<file path="config.mk">
export PLATFORM = sky130hd
export DESIGN_NAME = dpr_front
export DESIGN_NICKNAME = d
export VERILOG_FILES = /design/src/rtl/core/dpr_pkg.sv /design/src/rtl/core/dpr_front.sv
export SDC_FILE = /design/constraint.sdc
export NUM_CORES = 1
export LEC_CHECK = 0
export ABC_AREA = 1
export BUFFER_PORTS_ARGS = -buffer_cell sky130_fd_sc_hd__buf_2
export CAP_MARGIN = 20
export CORE_MARGIN = 2
export CORE_UTILIZATION = 40
export CTS_CLUSTER_DIAMETER = 40
export DETAILED_ROUTE_END_ITERATION = 6
export PLACE_DENSITY = 0.77
export SYNTH_ARGS = -nofsm -noshare
export SYNTH_HDL_FRONTEND = slang
export SYNTH_SLANG_ARGS = --single-unit
</file>
<file path="constraint.sdc">
create_clock -name clk_i -period 1.7 [get_ports clk_i]
set_input_delay 0.17 -clock clk_i [delete_from_list [all_inputs] [get_ports clk_i]]
set_output_delay 0.17 -clock clk_i [all_outputs]
set_load 0.03 [all_outputs]
</file>
<file path="src/rtl/core/dpr_pkg.sv">
// shared types and constants of the delimited packet receiver
package dpr_pkg;

  // payload buffer size in bytes, one byte is kept for the terminator
  localparam int BUFFER_BYTES = 512;
  localparam int ADDR_W       = $clog2(BUFFER_BYTES);

  // field widths
  localparam int BYTE_W  = 8;
  localparam int MODE_W  = 2;
  localparam int IDX_W   = 9;
  localparam int LEN_W   = 9;
  localparam int PHASE_W = 2;

  // stream and register port widths
  localparam int IN_TDATA_W  = 24;
  localparam int OUT_TDATA_W = 24;
  localparam int CFG_ADDR_W  = 4;
  localparam int CFG_DATA_W  = 32;

  // command queue between front and back, power of two
  localparam int QUEUE_DEPTH = 2;
  localparam int QPTR_W      = $clog2(QUEUE_DEPTH);
  localparam int QCNT_W      = $clog2(QUEUE_DEPTH + 1);

  // register indexes on the config port
  localparam logic [1:0] REG_START      = 2'd0;
  localparam logic [1:0] REG_END_FIRST  = 2'd1;
  localparam logic [1:0] REG_END_SECOND = 2'd2;

  // register reset values
  localparam logic [BYTE_W-1:0] START_CHAR_RST      = 8'd64;
  localparam logic [BYTE_W-1:0] END_CHAR_FIRST_RST  = 8'd13;
  localparam logic [BYTE_W-1:0] END_CHAR_SECOND_RST = 8'd10;

  typedef enum logic [MODE_W-1:0] {
    MODE_BYTE   = 2'd0,
    MODE_CLEAR  = 2'd1,
    MODE_READ   = 2'd2,
    MODE_UNUSED = 2'd3
  } mode_e;

  typedef enum logic [PHASE_W-1:0] {
    PH_HUNT    = 2'd0,
    PH_PAYLOAD = 2'd1,
    PH_END     = 2'd2
  } phase_e;

  // classified item handed from front to back
  typedef struct packed {
    mode_e             mode;
    logic              hit_start;
    logic              hit_end_first;
    logic              hit_end_second;
    logic [BYTE_W-1:0] rx_byte;
    logic [ADDR_W-1:0] read_addr;
    logic              read_in_range;
  } cmd_t;

endpackage

</file>
<file path="src/rtl/core/dpr_front.sv">
// front end: config registers, input stream and byte classification
module dpr_front
  import dpr_pkg::*;
(
  input  logic                  clk_i,
  input  logic                  rst_ni,
  input  logic                  psel,
  input  logic                  penable,
  input  logic                  pwrite,
  input  logic [CFG_ADDR_W-1:0] paddr,
  input  logic [CFG_DATA_W-1:0] pwdata,
  output logic [CFG_DATA_W-1:0] prdata,
  output logic                  pready,
  input  logic                  s_axis_tvalid,
  output logic                  s_axis_tready,
  input  logic [IN_TDATA_W-1:0] s_axis_tdata,
  input  logic [MODE_W-1:0]     s_axis_tuser,
  input  logic                  full_i,
  output logic                  push_o,
  output cmd_t                  cmd_o
);

  logic [BYTE_W-1:0] start_char_q, end_first_q, end_second_q;
  logic [1:0]        reg_idx;
  logic              cfg_wr;
  logic [BYTE_W-1:0] rx_byte;
  logic [IDX_W-1:0]  read_index;

  assign pready  = 1'b1;
  assign reg_idx = paddr[3:2];
  assign cfg_wr  = psel && penable && pwrite && pready;

  always_ff @(posedge clk_i or negedge rst_ni) begin
    if (!rst_ni) begin
      start_char_q <= START_CHAR_RST;
      end_first_q  <= END_CHAR_FIRST_RST;
      end_second_q <= END_CHAR_SECOND_RST;
    end else if (cfg_wr) begin
      priority case (reg_idx)
        REG_START:      start_char_q <= pwdata[BYTE_W-1:0];
        REG_END_FIRST:  end_first_q  <= pwdata[BYTE_W-1:0];
        REG_END_SECOND: end_second_q <= pwdata[BYTE_W-1:0];
        default: ;
      endcase
    end
  end

  always_comb begin
    priority case (reg_idx)
      REG_START:      prdata = CFG_DATA_W'(start_char_q);
      REG_END_FIRST:  prdata = CFG_DATA_W'(end_first_q);
      REG_END_SECOND: prdata = CFG_DATA_W'(end_second_q);
      default:        prdata = '0;
    endcase
  end

  // tdata: rx_byte [7:0], read_index [16:8]
  assign rx_byte    = s_axis_tdata[BYTE_W-1:0];
  assign read_index = s_axis_tdata[BYTE_W+IDX_W-1:BYTE_W];

  assign s_axis_tready = !full_i;
  assign push_o        = s_axis_tvalid && !full_i;

  always_comb begin
    cmd_o.mode           = mode_e'(s_axis_tuser);
    cmd_o.hit_start      = (rx_byte == start_char_q);
    cmd_o.hit_end_first  = (rx_byte == end_first_q);
    cmd_o.hit_end_second = (rx_byte == end_second_q);
    cmd_o.rx_byte        = rx_byte;
    cmd_o.read_addr      = ADDR_W'(read_index);
    cmd_o.read_in_range  = (32'(read_index) < 32'(BUFFER_BYTES));
  end

endmodule

</file>
# ---- After elaboration in Yosys (flattened, before gate mapping)
# Cells that the tools add are included.
dict set report op_classes {
  n_eq_ne 5
  n_shift 0
  n_mux 1
  n_reduce_logical 8
  magnitude_cmp 0
  n_div 0
  n_mul 0
  n_addsub 0
  n_bitwise 0
}
# operator n
set op_table {}
lappend op_table {{$eq 8x8->1} 3}
lappend op_table {{$pmux 8 s3} 1}
lappend op_table {{$reduce_and 2->1} 3}
lappend op_table {{$logic_and 1x1->1} 3}
lappend op_table {{$eq 2x1->1 const B} 1}
lappend op_table {{$eq 2x2->1 const B} 1}
lappend op_table {{$logic_not 2->1} 1}
lappend op_table {{$logic_not 1->1} 1}
dict set report totals {
  ff_bits 24
  n_memories 0
  ram_bits 0
  latchBits 0
  inputBits 69
  mem_bits_ro 0
  elab_cells 17
}

# ---- Depth between registers and ports, before layout
dict set report depth {
  depth_word 3
  depth_mapped 7
}

# ---- Worst setup path after synthesis
# Ideal clock, no wire load.
dict set report synth_timing {
  path_type {register -> output}
  startpoint {register end_first_q[2]}
  endpoint {output port cmd_o[19] (netlist name)}
  n_path_buf 0
  required_time_ns 1.530
  path_slack_ns 0.334
  arrival_time_ns 1.196
  stages_incl_launch_ff 7
  path_cell_list {dfstp_2 -> inv_1 -> nand2_1 -> nand2_1 -> nor2_1 -> nand2_1 -> nor2_1}
}
# element line
set synth_lines {}
lappend synth_lines {{from (decl)} dpr_front.sv:23} ;# logic [BYTE_W-1:0] start_char_q, end_first_q, end_second_q;
lappend synth_lines {{from (signal assigned)} dpr_front.sv:41} ;# REG_END_FIRST: end_first_q <= pwdata[BYTE_W-1:0];
lappend synth_lines {{to (decl)} dpr_front.sv:20} ;# output cmd_t cmd_o

==> impl_metrics.py <==
metrics = {
    "critical_path": {
        "reg2reg_depth": 2,
        "start_kind": "register",
        "path_class": "reg -> out",
        "critPathCaptureType": "primary output",
        "critPathLaunch": "start_char_q[6]",
        "worstReg2RegStart": "end_first_q[2]",
        "critPathMaxFanout": 3,
        "r2r_setup_slack_ns": 0.86,
        "cp.required_ns": 1.53,
        "arrival_ns": 1.45,
    },
    "global_routing": {
        "grt_antenna_before_repair": 0,
        "grt.total_usage": 0.1481,
        "gr-total-overflow": 0,
        "grt_pass1_wl_um": 6120,
        "grt_pass1_vias": 1414,
        "grt_max_degree": 25,
    },
    "yosys": {
        "synth-simple-area-share": 0.3110,
        "yosys.area.top_type": "dfrtp_1",
        "synth.yosys.seq_area_share": 0.3156,
        "synth_cell_types": 20,
        "synth.area.mux_share": 0,
        "ys_ff_latch": 24,
        "yosys_warnings": 0,
        "synth_top_area_frac": 0.2338,
        "syn_inst": 284,
        "synthAdderAreaFrac": 0,
        "synth_compound_area_frac": 0.1013,
        "synthTopCellsByArea": "dfrtp_1 23%, nand2_1 23%, buf_4 18%, dfstp_2 8.2%, inv_1 6.8%",
        "syn_avg_cell_area_um2": 6.785,
        "syn_area_um2": 1927,
        "synth_xor_area_frac": 0,
        "synth_top_family_by_area": "simple AND/OR/NAND/NOR gates",
    },
    "placement": {
        "place_inst": 359,
        "port_buffers": 45,
        "dpl-instance-area_um2": 1934,
        "post-dp-hpwl_um": 2908,
        "place_congestion": 0.7913,
        "pre_cts_ws_ns": 0.3082,
    },
    "clock_network": {
        "clkTransAtPathRegs_ns": 0.08,
        "cts-htree-levels": 1,
        "cts_max_path_buffers": 2,
        "clock_latency_ns": 0.27,
        "root_buffer": "clkbuf_8",
        "cts-buffers-inserted": 3,
        "cts.sinks": 24,
        "post-cts-setup-buffers": 0,
        "cts_tree": "done",
    },
    "flow_run": {
        "maxCapViolCount": 0,
    },
    "timing": {
        "setup_ws_ns": 0.08323,
        "timing.fmax_mhz": 618.5,
        "fin_crit_ns": 1.617,
        "tns_ns": 0,
        "rsz0062_at_grt": "false",
        "slew_headroom": 0.6483,
        "tightest_slew_ns": 0.5275,
        "finalHoldViolCount": 0,
        "skew_ns": 0,
        "report.final.slew_viol_count": 0,
        "finalSetupViolCount": 0,
        "post-route-period-util": 0.9510,
    },
    "layout": {
        "layout-drive-gt1-share": 0.2265,
        "layout.nets": 380,
        "num_antenna_cells": 0,
        "syn_to_final_growth_pct": 3.701,
        "final_cell_area_um2": 1998,
        "fin_cells": 363,
    },
    "floorplan": {
        "die_width_um": 73.41,
        "fp.dieH_um": 73.41,
        "die_area_um2": 5388,
        "initial_utilization": 0.4107,
        "ios": 127,
        "core-area_um2": 4692,
        "std_cell_rows": 25,
    },
    "routing": {
        "wirelength_um": 3825,
        "routed_via_density": 4.468,
        "via_count": 1622,
        "drt-initial-drc-count": 83,
        "drc_errors": 0,
        "ant_nets": 0,
        "dr.pass1.iters": 4,
        "post_drt_wl_per_cell_um": 10.54,
    },
    "power": {
        "vdd_drop_max_mv": 0.2975,
        "power.leakage_nw": 1.113,
        "power.density_nw_per_um2": 931.3,
    },
    "worst_hold_path": {
        "holdPathStages": 3,
        "hold_path_startpoint": "pwdata[4]",
        "hp-class": "in -> reg",
    },
    "run_status": {
        "status": "finished, final reports clean",
    },
}
==> routing by layer <==
metal,vias up,track usage,wire [um]
met5,-,0,0
met4,0,0.04848,52
met3,9,0.02469,260
met2,59,0.2482,1782
met1,716,0.1940,1730
li1,838,-,-
==> area by class of cell <==
| class | count | area, um^2 |
|---|---|---|
| Tap cell | 54 | 67.56 |
| Timing Repair Buffer | 46 | 242.7 |
| Multi-Input combinational cell | 199 | 897.1 |
| Sequential cell | 24 | 608.1 |
| Clock buffer | 3 | 41.29 |
| Inverter | 37 | 141.4 |
| Fill cell | 513 | 2694 |
==> where the power goes <==
part	switching [W]	total [W]	internal (W)
clock	0.000178	0.000337	0.000159
combinational	0.000487	0.000706	0.000219
sequential	0.0000861	0.000818	0.000732
total	0.000751	0.00186	0.00111
==> synthesized netlist by cell type <==
library cell and n:
buf_4 45, buf_6 2, buf_8 1, conb_1 2
dfrtp_1 18, dfstp_2 6, inv_1 35, inv_2 1
inv_4 1, nand2_1 117, nand2_2 1, nand2_4 1
nand3_4 1, nor2_1 16, nor2_4 4, nor2_8 1
o211ai_1 8, o21ai_0 18, o21ai_1 2, o21ai_2 4
==> registers in the layout, indices dropped and copies added (netlist names) <==
name,cells
end_first_q,8
end_second_q,8
start_char_q,8
==> critical path, cell delays in order, from the launching register on <==
cell     delay [ns]
dfstp_2        0.54
inv_1          0.05
nand2_1        0.05
nand2_1        0.06
nor2_1         0.10
nand2_1        0.06
nor2_1         0.14
buf_4          0.18
==> stage by stage <==
step	hold slack, ns	util	power, W
2_1_floorplan	-0.1256	-	0.001455
3_3_place_gp	0.1726	0.4123	0.001509
3_5_place_dp	0.1802	0.4123	0.001529
4_1_cts	0.1418	0.4232	0.001860
5_1_grt	0.1490	0.4259	0.002002
6_report	0.1371	0.4259	0.001861
==> what timing repair did <==
item,in CTS,in global routing
hold buffers,1,0
hold endpoints to repair,18,0
gates resized for setup,0,8
setup endpoints to repair,0,3
==> cell usage in the layout, fill, tap and decap left out <==
| cell | count |
|---|---|
| nand2_4 | 1 |
| nor2_4 | 4 |
| buf_2 | 42 |
| nor2_1 | 14 |
| o21ai_1 | 2 |
| inv_1 | 35 |
| dfstp_2 | 6 |
| o21ai_2 | 4 |
| o21ai_0 | 18 |
| nor2_2 | 2 |
| clkbuf_8 | 3 |
| dfrtp_1 | 18 |
| conb_1 | 26 |
| buf_4 | 3 |
| nand2_2 | 1 |
| inv_4 | 1 |
| o211ai_1 | 8 |
| nand3_4 | 1 |
| dlygate4sd3_1 | 1 |
| inv_2 | 1 |
| nor2_8 | 1 |
| nand2_1 | 117 |
==> logic make-up after synthesis <==
| kind of cell | count (synthesis) |
|---|---|
| AOI/OAI and AO/OA | 32 |
| DFF | 24 |
| and+or+nand+nor | 141 |
| other | 2 |
| buffers and inverters | 85 |
==> worst paths after layout <==
check | to
hold reg to reg | start_char_q[6]
max in group asynchronous | start_char_q[6]
setup reg to reg | end_first_q[2]
hold / removal | end_second_q[4]
setup / recovery | cmd_o[20]
min in group asynchronous | end_first_q[1]
Power figures use the tool's default switching activity.
