==> src/rtl/core/dpr_pkg.sv <==
// shared types and constants of the delimited packet receiver
package dpr_pkg;

  // payload buffer size in bytes, one byte is kept for the terminator
  localparam int BUFFER_BYTES = 512;
  localparam int ADDR_W       = $clog2(BUFFER_BYTES);

  // field widths
  localparam int BYTE_W  = 8;
  localparam int MODE_W  = 2;
  localparam int IDX_W   = 9;
  localparam int LEN_W   = 9;
  localparam int PHASE_W = 2;

  // stream and register port widths
  localparam int IN_TDATA_W  = 24;
  localparam int OUT_TDATA_W = 24;
  localparam int CFG_ADDR_W  = 4;
  localparam int CFG_DATA_W  = 32;

  // command queue between front and back, power of two
  localparam int QUEUE_DEPTH = 2;
  localparam int QPTR_W      = $clog2(QUEUE_DEPTH);
  localparam int QCNT_W      = $clog2(QUEUE_DEPTH + 1);

  // register indexes on the config port
  localparam logic [1:0] REG_START      = 2'd0;
  localparam logic [1:0] REG_END_FIRST  = 2'd1;
  localparam logic [1:0] REG_END_SECOND = 2'd2;

  // register reset values
  localparam logic [BYTE_W-1:0] START_CHAR_RST      = 8'd64;
  localparam logic [BYTE_W-1:0] END_CHAR_FIRST_RST  = 8'd13;
  localparam logic [BYTE_W-1:0] END_CHAR_SECOND_RST = 8'd10;

  typedef enum logic [MODE_W-1:0] {
    MODE_BYTE   = 2'd0,
    MODE_CLEAR  = 2'd1,
    MODE_READ   = 2'd2,
    MODE_UNUSED = 2'd3
  } mode_e;

  typedef enum logic [PHASE_W-1:0] {
    PH_HUNT    = 2'd0,
    PH_PAYLOAD = 2'd1,
    PH_END     = 2'd2
  } phase_e;

  // classified item handed from front to back
  typedef struct packed {
    mode_e             mode;
    logic              hit_start;
    logic              hit_end_first;
    logic              hit_end_second;
    logic [BYTE_W-1:0] rx_byte;
    logic [ADDR_W-1:0] read_addr;
    logic              read_in_range;
  } cmd_t;

endpackage

==> src/rtl/core/dpr_back.sv <==
// back end: framing state, payload buffer and result register
module dpr_back
  import dpr_pkg::*;
(
  input  logic                   clk_i,
  input  logic                   rst_ni,
  input  logic                   q_valid_i,
  input  cmd_t                   cmd_i,
  output logic                   pop_o,
  output logic                   m_axis_tvalid,
  input  logic                   m_axis_tready,
  output logic [OUT_TDATA_W-1:0] m_axis_tdata
);

  phase_e            phase_q, phase_d;
  logic [ADDR_W-1:0] wpos_q, wpos_d;
  logic              ready_q, ready_d;
  logic              out_valid_q, out_valid_d;
  logic              rd_sel_q, rd_sel_d;
  logic              advance;
  logic              we, re;
  logic [ADDR_W-1:0] waddr;
  logic [BYTE_W-1:0] wdata;
  logic [BYTE_W-1:0] rd_q;
  logic [BYTE_W-1:0] read_data;
  logic [BYTE_W-1:0] mem [BUFFER_BYTES];

  assign advance = q_valid_i && (!out_valid_q || m_axis_tready);
  assign pop_o   = advance;

  always_comb begin
    phase_d     = phase_q;
    wpos_d      = wpos_q;
    ready_d     = ready_q;
    rd_sel_d    = rd_sel_q;
    we          = 1'b0;
    re          = 1'b0;
    waddr       = wpos_q;
    wdata       = cmd_i.rx_byte;
    out_valid_d = out_valid_q && !m_axis_tready;
    if (advance) begin
      out_valid_d = 1'b1;
      rd_sel_d    = 1'b0;
      unique case (cmd_i.mode)
        MODE_BYTE: begin
          unique case (phase_q)
            PH_HUNT: begin
              if (cmd_i.hit_start && !ready_q) begin
                phase_d = PH_PAYLOAD;
                wpos_d  = '0;
              end
            end
            PH_PAYLOAD: begin
              if (cmd_i.hit_end_first) begin
                phase_d = PH_END;
              end else if (wpos_q < ADDR_W'(BUFFER_BYTES - 1)) begin
                we     = 1'b1;
                wpos_d = wpos_q + ADDR_W'(1);
              end
            end
            PH_END: begin
              if (cmd_i.hit_end_second) begin
                phase_d = PH_HUNT;
                we      = 1'b1;
                wdata   = '0;
                ready_d = 1'b1;
              end
            end
            default: phase_d = PH_HUNT;
          endcase
        end
        MODE_CLEAR: ready_d = 1'b0;
        MODE_READ: begin
          re       = cmd_i.read_in_range;
          rd_sel_d = cmd_i.read_in_range;
        end
        MODE_UNUSED: ;
      endcase
    end
  end

  always_ff @(posedge clk_i or negedge rst_ni) begin
    if (!rst_ni) begin
      phase_q     <= PH_HUNT;
      wpos_q      <= '0;
      ready_q     <= 1'b0;
      out_valid_q <= 1'b0;
      rd_sel_q    <= 1'b0;
    end else begin
      phase_q     <= phase_d;
      wpos_q      <= wpos_d;
      ready_q     <= ready_d;
      out_valid_q <= out_valid_d;
      rd_sel_q    <= rd_sel_d;
    end
  end

  always_ff @(posedge clk_i) begin
    if (we) begin
      mem[waddr] <= wdata;
    end
    if (re) begin
      rd_q <= mem[cmd_i.read_addr];
    end
  end

  assign read_data     = rd_sel_q ? rd_q : '0;
  assign m_axis_tvalid = out_valid_q;
  // tdata: packet_ready [0], packet_length [9:1], read_data [17:10], frame_state [19:18]
  assign m_axis_tdata  = {4'b0000, phase_q, read_data, LEN_W'(wpos_q), ready_q};

  a_hold_on_stall: assert property (@(posedge clk_i) disable iff (!rst_ni)
    out_valid_q && !m_axis_tready |=> $stable(phase_q) && $stable(wpos_q)
      && $stable(ready_q) && $stable(read_data))
    else $error("result changed while stalled");

  a_wpos_bound: assert property (@(posedge clk_i) disable iff (!rst_ni)
    wpos_q <= ADDR_W'(BUFFER_BYTES - 1))
    else $error("write position beyond buffer");

  a_ready_on_close: assert property (@(posedge clk_i) disable iff (!rst_ni)
    $rose(ready_q) |-> $past(phase_q) == PH_END && phase_q == PH_HUNT)
    else $error("ready flag set outside packet close");

  a_pop_needs_room: assert property (@(posedge clk_i) disable iff (!rst_ni)
    pop_o && out_valid_q |-> m_axis_tready)
    else $error("result overwritten before taken");

endmodule
==> config.mk <==
export PLATFORM = sky130hd
export DESIGN_NAME = dpr_back
export DESIGN_NICKNAME = d
export VERILOG_FILES = /design/src/rtl/core/dpr_pkg.sv /design/src/rtl/core/dpr_back.sv
export SDC_FILE = /design/constraint.sdc
export NUM_CORES = 2
export LEC_CHECK = 0
export ABC_AREA = 1
export BUFFER_PORTS_ARGS = -buffer_cell sky130_fd_sc_hd__buf_2
export CAP_MARGIN = 20
export CORE_MARGIN = 10
export CORE_UTILIZATION = 55
export CTS_BUF_LIST = sky130_fd_sc_hd__clkbuf_4 sky130_fd_sc_hd__clkbuf_8
export DETAILED_ROUTE_END_ITERATION = 8
export GPL_ROUTABILITY_DRIVEN = 1
export PLACE_DENSITY_LB_ADDON = 0.08
export SKIP_CTS_REPAIR_TIMING = 1
export SLEW_MARGIN = 20
export SYNTH_ARGS = -nofsm -noshare
export SYNTH_HDL_FRONTEND = slang
export SYNTH_SLANG_ARGS = --single-unit
==> constraint.sdc <==
create_clock -name clk_i -period 18.8 [get_ports clk_i]
set_input_delay 3.76 -clock clk_i [delete_from_list [all_inputs] [get_ports clk_i]]
set_output_delay 3.76 -clock clk_i [all_outputs]
set_load 0.01 [all_outputs]
### Word level (Yosys, flattened, before mapping)

Memory sizes are Yosys's and may differ from the RTL's. A register that Yosys moved wholly into a read port is not among the register bits.
Index checks and enable logic that the tools add are counted.

* bits in registers: 14
* bits in writable memories: 4096
* bits of input ports: 27
* output and inout bits: 26
* logic and storage cells: 60
* memories: 1

Memory list
* mem: words 512, bits a word 8, read ports 1, clocked after Yosys merged registers in 1, write ports 1, RTL line dpr_back.sv:26 `logic [BYTE_W-1:0] mem [BUFFER_BYTES];`

* add/sub/neg operators: 1
* magnitude comparators: 1
* eq/ne operators: 11
* muxes and demuxes: 27
* reduce and logical (&&, ||, !) cells: 14

Operators by type and width (count)
* $mux W8: 5
* $mux W9: 3
* $pmux W9 S2: 1
* $ne A2 B2 Y1 const B: 7
* $mux W1: 12
* $add A9 B1 Y9 const B: 1
* $lt A9 B9 Y1 const B: 1
* $mux W2: 3
* $pmux W2 S3: 1
* $reduce_and A6 Y1: 1
* $reduce_and A5 Y1: 1
* $eq A2 B1 Y1 const B: 2
* $eq A2 B2 Y1 const B: 2
* $logic_not A2 Y1: 2
* $pmux W1 S2: 2
* $reduce_and A4 Y1: 1
* $reduce_bool A2 Y1: 2
* $logic_and A1 B1 Y1: 3
* $logic_not A1 Y1: 3
* $logic_or A1 B1 Y1: 1

### Logic depth before layout (Yosys ltp)

* depth after elaboration: 8
* gate-level depth with buffers: 15
* mapped depth without buffers: 12

### Worst setup path before layout

No wires, ideal clock.

* kind: input-to-reg
* start point: in m_axis_tready
* end point: mem mem[0][0], data pin
* library setup time: 2578 ps
* data arrival time: 16122 ps
* data required time: 16222 ps
* setup slack: 100 ps
* stages: 5
* path buffers: 0
* path through: o21ai_1 -> nor2_1 -> inv_1 -> nor2_1 -> nor2_1

* longest elaborated chain between the ends: 3

RTL lines
* start, declared: RTL line dpr_back.sv:11 `input logic m_axis_tready,`
* $logic_or A1 B1 Y1: RTL line dpr_back.sv:28 `assign advance = q_valid_i && (!out_valid_q || m_axis_tready);`
* $logic_and A1 B1 Y1: RTL line dpr_back.sv:28
* $mux W8: RTL line dpr_back.sv:41 `if (advance) begin`
* named net wdata[0]: RTL line dpr_back.sv:23 `logic [BYTE_W-1:0] wdata;`
* end, declared: RTL line dpr_back.sv:26

The timed path passes the listed nets, and every way through them passes these cells.

### Worst setup path after layout

* start point: in m_axis_tready
* end point: out pop_o

* longest elaborated chain between the ends: 2

RTL lines
* $logic_or A1 B1 Y1: RTL line dpr_back.sv:28
* $logic_and A1 B1 Y1: RTL line dpr_back.sv:28
* end, declared: RTL line dpr_back.sv:9 `output logic pop_o,`

Every way passes these cells.

==> metrics.cfg <==
[placement]
dp.cells = 17220
dp_slack_ns = 9.300
hpwl_mm = 257.7
gp_congestion = 0.8504
io_buffer_count = 48

[global_route]
grt-ovfl-total = 0
grt_start_max_net_pins = 216
grt_pass1_wl_mm = 694.5
antenna_found_initial = 20
grt_usage = 0.2810
grt_pass1_vias = 106100

[floorplanning]
start_util = 0.5541
ios = 53
fp-row-count = 201
die_h_um = 570.2
die_w_um = 570.2
core-area_sq_um = 300500
die_area_sq_um = 325200

[synth]
synth_largest_area_cell = edfxtp_1
ys_seq_elements = 4118
synth_top_family_by_area = simple AND/OR/NAND/NOR gates
synth.distinct_cells = 33
seq_area_frac_synth = 0.7422
netlist_instances = 14030
yosys.area_share.xor_xnor = 0
synth_compound_area_frac = 0.0006387
syn-cell-area_sq_um = 166500
synth_fa_ha_area_frac = 0.0005260
synthMuxAreaShare = 0
synthSimpleGateAreaFrac = 0.2312
synth_top_area_frac = 0.7401
yosys-top-cells-area = edfxtp_1 74%, nand3_1 12%, nand2_1 9.4%
ys_warn_count = 0
avgSynthCellArea_sq_um = 11.87

[detailed_routing]
drc_errors = 0
drt-vias-per-instance = 6.025
wl_per_cell_um = 25.57
vias = 110900
routed_wirelength_mm = 470.6
firstDrtPassIters = 6
drt_iter0_markers = 13430
drtAntennaViolNets = 0

[sta]
fin_tns_setup_ns = 0
max_freq_mhz = 117.7
worst_slack_ns = 10.30
period_share = 0.4520
clock-skew-final_ns = 0.07201
slew-limit-headroom = 0.09281
worstMarginPinSlew_ns = 1.361
setup_viol = 0
rsz0062_at_grt = no
final_max_slew_viol_count = 0
fin_hold_ws_ns = 0.5499
min_period_ns = 8.499
hold_viol = 0

[layout]
final_common_cell = nand2_1
fin_nets = 13970
drive_above_1_share = 0.09066
final_cell_mix = 4155 x nand2_1, 4104 x edfxtp_1, 4094 x nand3_1, 668 x clkbuf_8, 493 x nor2_1
layout.cells.non_filler = 18400
fillers = 23750
area_growth_pct = 9.571

[worst_hold_path]
hp-class = reg2reg

[setup_path]
crit_fanout = 6
path_common_cell = buf_2
cp-start-kind = input pin
cp.arrival_ns = 4.74
cpPeakStageDelay_ns = 0.63
slowest_stage = o21ai_1
worstPathRequired_ns = 15.04
critical_path_class = in2out
path_cells = buf_2, o21ai_1, inv_1, buf_2
end_kind = output port

[clock_tree]
cts_tree = done
clk_latency_ns = 1.23
cts_made_buffers = 663
cts.path.max_buffers = 4
clkTransAtPathRegs_ns = 0.06
cts-htree-levels = 6
cts_sinks = 4118
cts_root_buf = clkbuf_8

[run]
maxCapViolations = 0

[pwr]
power_density_nw_per_um2 = 105.9
leakagePower_nw = 63.25
ir_drop_mv = 0.08373

[run_status]
outcome = complete, no violations

-- cells in the mapped netlist, drive strengths merged --
cell,instances
dfrtp,14
nor4,4
or2,1
nor3,12
clkbuf,621
nor2,545
a31oi,3
edfxtp,4104
o21bai,1
o21ai,6
conb,1
nand3b,1
ha,7
a21oi,8
inv,66
clkinv,2
nand3,4103
nand2,4166
o22ai,1
buf,366
-- layout make-up --
type                    count  area (sq um)  area share
well taps                3958          4952     0.02714
diodes                      6         15.01  0.00008229
multi-input cells        8862         38910      0.2132
inverters                  68         299.0    0.001639
flip-flops and latches   4118        123600      0.6774
clock buffers             895         10900     0.05973
clock inverters           277          1918     0.01051
repair buffers            219          1877     0.01029
-- routing by layer --
| metal | track usage | routed length [um] |
|---|---|---|
| met1 | 0.3986 | 190200 |
| met2 | 0.4387 | 218100 |
| met3 | 0.05392 | 44730 |
| met4 | 0.09867 | 17430 |
| met5 | 0 | 97 |
-- sequential cells by signal, indices dropped and copies added, names as in the netlist --
register       flops
rd_sel_q           1
ready_q            1
mem             4096
rd_q               8
phase_q            2
waddr              9
m_axis_tvalid      1
-- worst max-delay path, delay by kind of cell --
family / cells / cell delay (ns)
AO/OA/AOI/OAI: 1 / 0.63
buffers and inverters: 3 / 0.34
-- worst paths after layout --
check / slack [ns] / cells after the start / to / from
worst max-delay path: 10.30 / 4 / pop_o / m_axis_tready
worst min-delay path: 0.55 / 2 / m_axis_tvalid / m_axis_tvalid
worst max register to register: 13.40 / 11 / mem[162][2] / m_axis_tvalid
worst min register to register: 0.55 / 2 / m_axis_tvalid / m_axis_tvalid
max in group asynchronous: 15.94 / 1 / rd_sel_q / rst_ni
min in group asynchronous: 2.53 / 1 / ready_q / rst_ni
-- through the flow --
step           power [mW]  utilization  instance area, sq um
6_report            19.32       0.6071                182500
5_1_grt             19.90       0.6071                182400
4_1_cts             19.37       0.6069                182400
3_5_place_dp        11.94       0.5643                169600
3_3_place_gp        11.92       0.5643                169600
2_1_floorplan       11.26            -                166500
-- cells by family after synthesis --
| logic type | Yosys count |
|---|---|
| buffers and inverters | 1055 |
| AO/OA/AOI/OAI | 19 |
| other | 1 |
| AND/OR/NAND/NOR | 8832 |
| flip-flops | 4118 |
| adder cells (fa/ha/maj) | 7 |
-- where the power goes --
group / switching [mW] / internal [mW] / leakage [nW]
combinational: 1.31 / 0.287 / 19.5
sequential: 0.0262 / 10.2 / 37.1
clock: 3.57 / 3.97 / 6.74
total: 4.91 / 14.4 / 63.2
(Power assumes the default switching activity.)
