$ cat config.mk
export PLATFORM = sky130hd
export DESIGN_NAME = dpr_queue
export DESIGN_NICKNAME = d
export VERILOG_FILES = /design/src/rtl/core/dpr_pkg.sv /design/src/rtl/core/dpr_queue.sv
export SDC_FILE = /design/constraint.sdc
export NUM_CORES = 1
export LEC_CHECK = 0
export ABC_CLOCK_PERIOD_IN_PS = 4400
export BUFFER_PORTS_ARGS = -buffer_cell sky130_fd_sc_hd__buf_4
export CORE_UTILIZATION = 54
export CTS_CLUSTER_SIZE = 10
export DETAILED_ROUTE_END_ITERATION = 16
export PLACE_DENSITY = 0.82
export RECOVER_POWER = 25
export SETUP_SLACK_MARGIN = 0.2
export SKIP_LAST_GASP = 1
export SLEW_MARGIN = 0
export SYNTH_ARGS = -nofsm -noshare
export SYNTH_HDL_FRONTEND = slang
export SYNTH_SLANG_ARGS = --single-unit
$ cat constraint.sdc
create_clock -name clk_i -period 4.4 [get_ports clk_i]
set_input_delay 0 -clock clk_i [delete_from_list [all_inputs] [get_ports clk_i]]
set_output_delay 0 -clock clk_i [all_outputs]
set_load 0.005 [all_outputs]
$ cat src/rtl/core/dpr_pkg.sv
// shared types and constants of the delimited packet receiver
package dpr_pkg;

  // payload buffer size in bytes, one byte is kept for the terminator
  localparam int BUFFER_BYTES = 512;
  localparam int ADDR_W       = $clog2(BUFFER_BYTES);

  // field widths
  localparam int BYTE_W  = 8;
  localparam int MODE_W  = 2;
  localparam int IDX_W   = 9;
  localparam int LEN_W   = 9;
  localparam int PHASE_W = 2;

  // stream and register port widths
  localparam int IN_TDATA_W  = 24;
  localparam int OUT_TDATA_W = 24;
  localparam int CFG_ADDR_W  = 4;
  localparam int CFG_DATA_W  = 32;

  // command queue between front and back, power of two
  localparam int QUEUE_DEPTH = 2;
  localparam int QPTR_W      = $clog2(QUEUE_DEPTH);
  localparam int QCNT_W      = $clog2(QUEUE_DEPTH + 1);

  // register indexes on the config port
  localparam logic [1:0] REG_START      = 2'd0;
  localparam logic [1:0] REG_END_FIRST  = 2'd1;
  localparam logic [1:0] REG_END_SECOND = 2'd2;

  // register reset values
  localparam logic [BYTE_W-1:0] START_CHAR_RST      = 8'd64;
  localparam logic [BYTE_W-1:0] END_CHAR_FIRST_RST  = 8'd13;
  localparam logic [BYTE_W-1:0] END_CHAR_SECOND_RST = 8'd10;

  typedef enum logic [MODE_W-1:0] {
    MODE_BYTE   = 2'd0,
    MODE_CLEAR  = 2'd1,
    MODE_READ   = 2'd2,
    MODE_UNUSED = 2'd3
  } mode_e;

  typedef enum logic [PHASE_W-1:0] {
    PH_HUNT    = 2'd0,
    PH_PAYLOAD = 2'd1,
    PH_END     = 2'd2
  } phase_e;

  // classified item handed from front to back
  typedef struct packed {
    mode_e             mode;
    logic              hit_start;
    logic              hit_end_first;
    logic              hit_end_second;
    logic [BYTE_W-1:0] rx_byte;
    logic [ADDR_W-1:0] read_addr;
    logic              read_in_range;
  } cmd_t;

endpackage

$ cat src/rtl/core/dpr_queue.sv
// small command queue between front and back
module dpr_queue
  import dpr_pkg::*;
(
  input  logic clk_i,
  input  logic rst_ni,
  input  logic push_i,
  input  cmd_t cmd_i,
  output logic full_o,
  input  logic pop_i,
  output logic valid_o,
  output cmd_t cmd_o
);

  cmd_t              slot_q [QUEUE_DEPTH];
  logic [QPTR_W-1:0] wr_ptr_q, rd_ptr_q;
  logic [QCNT_W-1:0] count_q;
  logic              do_pop;

  assign full_o  = (count_q == QCNT_W'(QUEUE_DEPTH));
  assign valid_o = (count_q != '0);
  assign cmd_o   = slot_q[rd_ptr_q];
  assign do_pop  = pop_i && valid_o;

  always_ff @(posedge clk_i) begin
    if (push_i) begin
      slot_q[wr_ptr_q] <= cmd_i;
    end
  end

  always_ff @(posedge clk_i or negedge rst_ni) begin
    if (!rst_ni) begin
      wr_ptr_q <= '0;
      rd_ptr_q <= '0;
      count_q  <= '0;
    end else begin
      if (push_i) begin
        wr_ptr_q <= wr_ptr_q + QPTR_W'(1);
      end
      if (do_pop) begin
        rd_ptr_q <= rd_ptr_q + QPTR_W'(1);
      end
      if (push_i && !do_pop) begin
        count_q <= count_q + QCNT_W'(1);
      end else if (do_pop && !push_i) begin
        count_q <= count_q - QCNT_W'(1);
      end
    end
  end

  a_count_bound: assert property (@(posedge clk_i) disable iff (!rst_ni)
    count_q <= QCNT_W'(QUEUE_DEPTH))
    else $error("queue count beyond depth");

endmodule

# [After elaboration in Yosys (flattened, before gate mapping)]
# Memory sizes are Yosys's and may differ from the RTL's.
# Cells that the tools add are included.
[word_totals] reg_bits=4 ram_bits=46 input_bits=27 out_inout_bits=25 wordCells=20 n_memories=1
[memory_table] memory="slot_q" depth=2 width=23 rd=1 rd_ports_with_merged_regs=0 wr=1 line_no="dpr_queue.sv:15" source="cmd_t slot_q [QUEUE_DEPTH];"
[op_classes] n_addsub=4 eq_ne=1 mux=4 n_reduce_logical=7
[ops] cell="2-to-1 mux 2 bit" n=2
[ops] cell="nonzero test 2 bit" n=2
[ops] cell="logical AND 1 bit" n=3
[ops] cell="adder 1 bit (second input constant)" n=2
[ops] cell="adder 2 x 1 -> 2 bit (second input constant)" n=1
[ops] cell="== test 2 bit (second input constant)" n=1
[ops] cell="logical NOT 1 bit" n=2
[ops] cell="2-to-1 mux 1 bit" n=2
[ops] cell="subtractor 2 x 1 -> 2 bit (second input constant)" n=1

# [Longest topological paths before layout]
# Gate-level depths: netlist (run 1).
[depth] word_depth=5 depth_mapped=6 mapped_depth_nobuf=6

# [Worst setup path before layout (run 1)]
# Ideal clock, no wire load.
[synth_timing] path_kind="register -> register" from="register wr_ptr_q" to="memory slot_q[0][0] (netlist bit) (enable)" setup_time_ns=0.405 arrival_time_ns=1.446 t_required_ns=3.995 setup_slack_ns=2.548 stages_incl_launch_ff=2 n_path_buf=0 period_less_slack_ns=1.852 path_cell_list="dfrtp_1 > nor2b_1"
[synth_lines] element="start, declared" line_no="dpr_queue.sv:16" source="logic [QPTR_W-1:0] wr_ptr_q, rd_ptr_q;"
[synth_lines] element="start signal, assigned" line_no="dpr_queue.sv:38" source="wr_ptr_q <= wr_ptr_q + QPTR_W'(1);"
[synth_lines] element="end, declared" line_no="dpr_queue.sv:15"
# Straight into the memory's write port.

==> reports/summary.txt, run 1 <==
First-pass GRT wire length: 5310 um
Power Dens Cells: 523 mW/mm2
Status: finished clean
Root buffer cell: clkbuf_4
Max-cap violation count: 0
Main combinational cell family by area after synthesis: multiplexers
Synth unique cells: 14
Diodes inserted: 0
Total grt overflow: 0
Core area: 0.00339 mm2
Routed wirelength normalized by instance count: 15.5 um
Syn Nets: 116
Cts bufs inserted: 5
Simple-gate area share of the yosys netlist: 0.0179
Sequential area share after synthesis: 0.758
Avg Cell Area, Syn: 22.2 um2
# nets final: 200
Fin area: 0.00269 mm2
R2r setup slk: 2750 ps
Fmax: 512 MHz
Vias: 1068
Fin crit share: 0.444
Fillcell total: 190
Residual DRC: 0
Slew Viols, Final: 0
IO Pins: 52
Final GP Congestion: 0.629
Mapped Cells: 88
Final min period: 1950 ps
Hold Fails Final Rpt: 0
Synthesized area: 0.00195 mm2
Clock skew: 11.9 ps
Final wirelength: 3410 um
Startpoint Class: flip-flop
Hold path depth: 3
Adder-cell area share of the yosys netlist: 0.00640
WP data required: 4400 ps
Post-synth top area cell: edfxtp_1
Reg2Reg Launch Point: wr_ptr_q$_DFFE_PN0P_
Die height: 62.2 um
Synth Area in XOR/XNOR: 0.0224
GRT Total Usage: 0.190
Initial DRC count: 41
Hold_sp: push_i
Worst-path maximum fanout: 15
Post-synthesis mux area share: 0.169
Synth area leaders: edfxtp_1, mux2_4, dfrtp_1
Compound-cell area share of the yosys netlist: 0
Synth-to-layout area growth: 37.6%
# setup viols final: 0
Crit path kind: reg -> out
Vias per cell: 4.88
End of the worst register-to-register path: slot_q[1][19]$_DFFE_PP_
Worst hold slack: 371 ps
Largest net degree at the start of global routing: 24
Share of layout cells above drive strength 1: 0.497
Setup bufs post-CTS: 0
Hold Crit Class: in -> reg
TritonCTS clock tree: built
Detailed Place HPWL: 2160 um
R2R depth: 1
Setup crit end kind: primary output
Fin util: 0.794
TritonCTS Sinks: 50
P_leak: 0.00109 uW
Share of Yosys cell area claimed by the top area cell type: 0.707
H-tree depth reported by CTS: 2
Hold endpoint: wr_ptr_q$_DFFE_PN0P_
Initial Utilization: 0.577
Die ar.: 0.00386 mm2
Initial antenna violation count: 0
Vias in the first global route: 1157
Routed Antenna Nets: 0
Synth warn: 0
Worst EP arrival: 1950 ps
Later-pin clock latency in the skew report: 350 ps
RSZ-0062 raised after global routing: no
Rows: 21
First-pass detailed-route iteration total: 4
Worst slew margin: 0.295
Die X: 62.2 um
Total negative setup slack: 0 ps
Clk buf depth: 2
Cell Area, Placed: 0.00236 mm2
Slew of the pin with the lowest slew margin: 1060 ps
Max IR drop VDD: 280 uV
Yosys reg bits: 50
Worst-path clk slew: 150 ps
I/O Buffers: 51
## where the power goes
group          switching (uW)  leakage (uW)  internal (uW)  total [uW]
Combinational             188      0.000577            318         507
Clock                     141     0.0000312           62.3         203
Sequential               60.7      0.000478            636         697
Total                     390       0.00109           1020        1410
## timing repair
action | CTS | global route
hold endpoints to repair | 53 | 0
hold buffers | 27 | 0
gates resized for setup | 0 | 0
endpoints found under the setup margin | 0 | 0
## cell usage in the layout, fill, tap and decap left out
cell,netlist,final
and2_1,1,1
buf_4,0,36
clkbuf_4,0,22
clkinv_2,0,1
clkinv_4,0,1
clkinvlp_4,0,1
dfrtp_1,4,4
dlygate4sd3_1,0,27
edfxtp_1,46,46
ha_1,1,1
mux2_2,4,4
mux2_4,19,19
nand2_2,1,1
nor2_1,1,1
nor2b_1,2,1
nor2b_2,0,1
or2_1,1,1
xnor2_1,2,2
xor2_1,3,3
## metal layers
metal / GRT usage / up-vias / wire (um)
met2: 0.348 / 41 / 1860
met5: 0 / - / 0
li1: - / 505 / -
met4: 0.0959 / 0 / 68
met3: 0.0404 / 7 / 180
met1: 0.206 / 515 / 1300
## kinds of logic after synthesis
| group | Yosys count |
|---|---|
| fa+ha+maj | 1 |
| flops | 50 |
| simple gates | 6 |
| mux | 23 |
| xor+xnor | 5 |
| buf+inv | 3 |
## cell type report
type / count / area [um2] / share of cell area
clock buffer: 5 / 37.5 / 0.0140
tap: 46 / 57.6 / 0.0214
multi-input combinational: 35 / 424 / 0.158
sequential: 50 / 1480 / 0.551
clock inverter: 3 / 21.3 / 0.00791
timing repair buffer: 80 / 668 / 0.248
## registers in the layout (all words and copies together) (netlist names)
register,cells
wr_ptr_q,1
slot_q,46
count_q,2
rd_ptr_q,1
## stage by stage
step	power, uW	instances	setup slack, ps
after floorplan	1020	88	2550
after global placement	1170	184	2830
after detailed placement	1200	184	2760
after CTS	1410	219	2420
after global routing	1470	219	2310
final	1410	219	2450
## Yosys cell counts, drive strengths merged
master	n
nor2b	2
nor2	1
ha	1
nand2	1
xor2	3
and2	1
edfxtp	46
or2	1
xnor2	2
dfrtp	4
mux2	23
buf	3
## worst max-delay path by stage
stage	startpoint	to	slack [ps]	cells past startpoint
2_1_floorplan	wr_ptr_q$_DFFE_PN0P_	slot_q[0][0]$_DFFE_PP_	2550	1
3_3_place_gp	wr_ptr_q$_DFFE_PN0P_	slot_q[1][20]$_DFFE_PP_	2830	1
6_report	rd_ptr_q$_DFFE_PN0P_	cmd_o[8]	2450	3
4_1_cts	rd_ptr_q$_DFFE_PN0P_	cmd_o[8]	2420	3
5_1_grt	rd_ptr_q$_DFFE_PN0P_	cmd_o[8]	2310	3
3_5_place_dp	wr_ptr_q$_DFFE_PN0P_	slot_q[1][16]$_DFFE_PP_	2760	1
## critical path: stages, from the launching register on
cell     delay, ps
dfrtp_1        710
buf_4          370
mux2_2         370
buf_4          130
Note: power is estimated with default switching activity, not from simulation.
==> inputs of run 2 (changes only) <==
Settings changed: ABC_CLOCK_PERIOD_IN_PS 4400 to 1820, CORE_UTILIZATION 54 to 51, PLACE_DENSITY 0.82 to 0.78.
Clock period 4.4 ns to 1.82 ns, I/O delays scaled along.
==> run 2 against run 1 <==
Sequential cell count is the same. Via count fell by 1.5%. First-iteration DRC count is 29% lower. Clock power rose to 3.8 times the previous value. Sequential share of layout area down 1.5 points. Die area increased by 5.7%. Sequential power grew 130%. Utilization fell by 3.8 points. Register-to-register slack got worse by 2400 ps. Global-route usage fell by 1.4 points. Power rose to 2.6 times the previous value.
==> reports/summary.txt, run 2 (synthesized netlist as in run 1, its figures left out) <==
# nets final: 203 (+1.5%)
Hold Fails Final Rpt: 0 (unchanged)
I/O Buffers: 51 (unchanged)
Sequential Area: 0.00148 mm2 (unchanged)
Vias: 1052 (-1.5%)
Crit path kind: reg -> reg
Die height: 63.9 um (+2.8%)
H-tree depth reported by CTS: 2 (unchanged)
Multi-input gate area: 424 um2 (unchanged)
First-pass GRT wire length: 5150 um (-3.0%)
Max-cap violation count: 0 (unchanged)
TritonCTS Sinks: 50 (unchanged)
TritonCTS clock tree: built
Die ar.: 0.00408 mm2 (+5.7%)
Synth-to-layout area growth: 41.5%
Clk buf depth: 2 (unchanged)
Startpoint Class: flip-flop
Total negative setup slack: 0 ps (unchanged)
GRT Total Usage: 0.176 (-0.0143)
Routed Antenna Nets: 0 (unchanged)
Final min period: 1480 ps
Worst-path clk slew: 80 ps (-70 ps)
Slew of the pin with the lowest slew margin: 308 ps (-750 ps)
Commonest non-fill, non-tap cell in the layout: edfxtp_1
# setup viols final: 0 (unchanged)
Clock skew: 3.76 ps (-8.17 ps)
Fillcell total: 209 (+10%)
Rows: 22 (+4.8%)
Top Registers: slot_q (46), count_q (2)
Initial Utilization: 0.534 (-0.0428)
Placed insts: 190 (+3.3%)
Final wirelength: 3160 um (-7.2%)
Worst slew margin: 0.795 (+0.500)
P_leak: 0.00113 uW (+3.7%)
Status: finished clean
Setup crit end kind: flip-flop
Fmax: 674 MHz
Final GP Congestion: 0.617 (-1.9%)
Fin crit share: 0.815
Power Dens Cells: 1340 mW/mm2 (+160%)
Worst hold slack: 76.9 ps (-294 ps)
Fin util: 0.756 (-0.0380)
Later-pin clock latency in the skew report: 290 ps (-60 ps)
Setup bufs post-CTS: 0 (unchanged)
Hold bufs inserted after CTS: 26 (-3.7%)
Cts bufs inserted: 5 (unchanged)
Total power: 3710 uW (+160%)
Vias in the first global route: 1147 (-0.86%)
First-pass detailed-route iteration total: 4 (unchanged)
Initial DRC count: 29 (-29%)
Routed wirelength normalized by instance count: 14.1 um (-9.3%)
Commonest cells after routing, fill and taps aside: edfxtp_1, buf_4, dlygate4sd3_1
WP data required: 2000 ps (-2400 ps)
Hold Crit Class: in -> async
Total grt overflow: 0 (unchanged)
Layout Cells excl Fill: 224 (+2.3%)
Largest net degree at the start of global routing: 19 (-21%)
Detailed Place HPWL: 2040 um (-5.7%)
Initial antenna violation count: 0 (unchanged)
Slew Viols, Final: 0 (unchanged)
Worst-path maximum fanout: 4 (-11)
Max reg flops: 46 (unchanged)
IO Pins: 52 (unchanged)
Residual DRC: 0 (unchanged)
Max IR drop VDD: 1010 uV (+260%)
Worst EP arrival: 1660 ps (-290 ps)
Root buffer cell: clkbuf_8
RSZ-0062 raised after global routing: no
Die X: 63.9 um (+2.8%)
Vias per cell: 4.70 (-3.7%)
Top reg by flops: slot_q
Share of layout cells above drive strength 1: 0.500 (+0.00289)
Post-cts gate resize count: 0 (unchanged)
Core area: 0.00366 mm2 (+8.0%)
Diodes inserted: 0 (unchanged)
[run 2: cell count changes in the layout (fill, tap and decap cells not counted)]
cell	change
clkbuf_1	+2
dlygate4sd3_1	-1
clkinv_4	-1
buf_4	+6
clkinv_2	-1
bufinv_16	+1
clkbuf_4	-8
clkinvlp_4	-1
clkbuf_8	+6
[run 2: per-layer routing]
metal  global-route usage  routed length (um)  vias to the layer above
met5                    0                   0                        -
met3               0.0607                 186                        3
met1                0.196                1220                      504
met4               0.0511                  27                        0
met2                0.315                1730                       38
li1                     -                   -                      507
[run 2: per-stage QoR]
step / worst slack [ps] / cell area (um2)
after detailed placement: 370 / 2390
final: 337 / 2770
after floorplan: 393 / 1960
after CTS: 322 / 2770
after global routing: 228 / 2770
after global placement: 469 / 2390
[run 2: area by class of cell]
type / instances / area share
clock buffer: 7 / 0.0312
clock inverter: 1 / 0.0109
multi-input combinational: 35 / 0.153
sequential: 50 / 0.536
tap: 48 / 0.0217
timing repair buffer: 83 / 0.247
[run 2: final timing paths]
path                                        startpoint                endpoint  slack, ps  cells past startpoint
worst max register to register  count_q[0]$_DFFE_PN0P_  count_q[1]$_DFFE_PN0P_        340                      6
max in group asynchronous                       rst_ni  count_q[1]$_DFFE_PN0P_       1540                      2
worst min register to register    wr_ptr_q$_DFFE_PN0P_    wr_ptr_q$_DFFE_PN0P_        520                      1
worst max-delay path            count_q[0]$_DFFE_PN0P_  count_q[1]$_DFFE_PN0P_        340                      6
worst min-delay path                            rst_ni    wr_ptr_q$_DFFE_PN0P_         80                      2
min in group clk_i                            cmd_i[4]  slot_q[0][4]$_DFFE_PP_        430                      2
[run 2: critical path, stage by stage, from the launching register on]
cell and delay, ps:
dfrtp_1 440, or2_1 290, nand2_2 100, ha_1 150, xor2_1 180, nor2_1 70
xor2_1 140
[run 2: power breakdown]
group | leakage, uW | switching [uW] | internal [uW]
Sequential | 0.000478 | 93.4 | 1540
Clock | 0.0000585 | 330 | 448
Combinational | 0.000590 | 502 | 804
==> inputs of run 3 (changes only) <==
Settings changed: ABC_CLOCK_PERIOD_IN_PS 1820 to 1300, CORE_UTILIZATION 51 to 46, PLACE_DENSITY 0.78 to 0.74.
Clock period 1.82 ns to 1.3 ns, I/O delays scaled along.
==> run 3 against run 2 <==
Largest power group is now combinational cells. Sequential share of layout area down 3.2 points. Register-to-register slack worse by 410 ps. Sequential power up 41%. Critical endpoint is now cmd_o[11]. The run now ends with setup timing left. Clock power up 9.1%.
==> reports/summary.txt, run 3 (synthesized netlist as in run 1, its figures left out) <==
Status: finished, violations left
Failing checks: setup timing
Reg2Reg Launch Point: count_q[1]$_DFFE_PN0P_
Post-placement worst setup slack: -51.3 ps (-422 ps)
RSZ-0062 raised after global routing: yes
Top Registers: slot_q (46), count_q (2)
Die height: 67.2 um (+5.1%)
Initial antenna violation count: 0 (unchanged)
Final min period: 1370 ps
Initial DRC count: 33 (+14%)
Hold Crit Class: in -> async
First-pass GRT wire length: 4680 um (-9.2%)
R2R depth: 6 (unchanged)
Worst slew margin: 0.848 (+0.0536)
Top reg by flops: slot_q
Synth-to-layout area growth: 50.7%
Final GP Congestion: 0.599 (-2.9%)
Max IR drop VDD: 1220 uV (+21%)
Vias per cell: 4.75 (+1.1%)
Root buffer cell: clkbuf_8
Worst-path clk slew: 80 ps (about the same)
GRT Total Usage: 0.154 (-0.0220)
Max incr delay on CP: 440 ps (about the same)
Max-cap violation count: 0 (unchanged)
Layout Cells excl Fill: 231 (+3.1%)
# nets final: 208 (+2.5%)
Worst-path maximum fanout: 8 (+4)
R2r setup slk: -70 ps (-410 ps)
# setup viols final: 24 (+24)
Rows: 23 (+4.5%)
Placed insts: 193 (+1.6%)
First-pass detailed-route iteration total: 3 (-1)
Worst setup path start: rd_ptr_q$_DFFE_PN0P_
Max reg flops: 46 (unchanged)
Routed wirelength normalized by instance count: 14.9 um (+5.7%)
Fin area: 0.00295 mm2 (+6.5%)
P_leak: 0.00120 uW (+6.9%)
WP data required: 1300 ps (-700 ps)
Startpoint Class: flip-flop
CP Buf/Inv Count: 2 (+2)
Residual DRC: 0 (unchanged)
Vias in the first global route: 1102 (-3.9%)
Fmax: 730 MHz
Initial Utilization: 0.485 (-0.0487)
TritonCTS clock tree: built
Largest net degree at the start of global routing: 17 (-2)
Clk buf depth: 2 (unchanged)
Die ar.: 0.00451 mm2 (+11%)
Fin crit share: 1.05
Worst path cell trace: buf_6, mux2_4, buf_4
Final worst setup slack: -70.6 ps (-408 ps)
Setup crit end kind: primary output
Slew Viols, Final: 0 (unchanged)
Cts bufs inserted: 5 (unchanged)
Worst hold slack: 64.9 ps (-12.1 ps)
Final wirelength: 3440 um (+9.0%)
Power Dens Cells: 1910 mW/mm2 (+42%)
Clock skew: 6.12 ps (+2.36 ps)
End of the worst register-to-register path: count_q[1]$_DFFE_PN0P_
Cell Area, Placed: 0.00245 mm2 (+2.3%)
Die X: 67.2 um (+5.1%)
Later-pin clock latency in the skew report: 300 ps (about the same)
Slew of the pin with the lowest slew margin: 227 ps (-80.3 ps)
Commonest cells after routing, fill and taps aside: edfxtp_1, dlygate4sd3_1, buf_4
Critical-path top delay cell: dfrtp_2
I/O Buffers: 51 (unchanged)
Worst EP arrival: 1370 ps (-290 ps)
TritonCTS Sinks: 50 (unchanged)
Routed Antenna Nets: 0 (unchanged)
Detailed Place HPWL: 2100 um (+2.8%)
Crit path kind: reg -> out
Share of layout cells above drive strength 1: 0.541 (+0.0414)
Vias: 1097 (+4.3%)
H-tree depth reported by CTS: 2 (unchanged)
Diodes inserted: 0 (unchanged)
IO Pins: 52 (unchanged)
Core area: 0.00403 mm2 (+10%)
Hold Fails Final Rpt: 0 (unchanged)
Total negative setup slack: -1380 ps (-1380 ps)
Commonest non-fill, non-tap cell in the layout: edfxtp_1
Total grt overflow: 0 (unchanged)
Crit path max-delay family: flip-flops
==> run 3: how the worst max path moves through the flow <==
stage	to	slack, ps	cells after the start
finish	cmd_o[11]	-70	3
global route	cmd_o[12]	-130	3
CTS	cmd_o[1]	-90	3
detailed placement	count_q[1]$_DFFE_PN0P_	-50	6
global placement	count_q[1]$_DFFE_PN0P_	40	6
floorplan	count_q[1]$_DFFE_PN0P_	-3	6
==> run 3: power by group <==
part	switching (uW)	total [uW]	internal [uW]
logic	858	2460	1600
registers	146	2300	2160
clock network	470	849	379
==> run 3: metal layers <==
| metal | vias up | wire (um) | track usage |
|---|---|---|---|
| met4 | 0 | 37 | 0.0585 |
| li1 | 516 | - | - |
| met5 | - | 0 | 0 |
| met3 | 4 | 167 | 0.0557 |
| met2 | 40 | 1960 | 0.294 |
| met1 | 537 | 1280 | 0.147 |
==> run 3: through the flow <==
stage	power, uW	utilization
after floorplan	3480	-
after global placement	4180	0.608
after detailed placement	4250	0.608
after CTS	5220	0.697
after global routing	5890	0.731
final	5610	0.731
==> run 3: worst register-to-register path, delay by kind of cell (launching register included) <==
family	cells	cell delay, ps
XOR/XNOR	2	290
adder cells (fa/ha/maj)	1	140
flip-flops	1	400
AND/OR/NAND/NOR	3	440
==> run 3: final cells by class <==
type                            count  area [um2]
Multi-Input combinational cell     36         475
Tap cell                           50        62.6
Clock inverter                      2        13.8
Clock buffer                        6        72.6
Fill cell                         274        1080
Timing Repair Buffer               87         837
Sequential cell                    50        1480
==> run 3: timing repair <==
action | in CTS | in global routing
gates resized for setup | 1 | 31
hold buffers | 25 | 0
setup buffers | 2 | 1
gates cloned | 1 | 1
endpoints found under the hold margin | 51 | 0
endpoints found under the setup margin | 49 | 48
pin swaps | 4 | 2
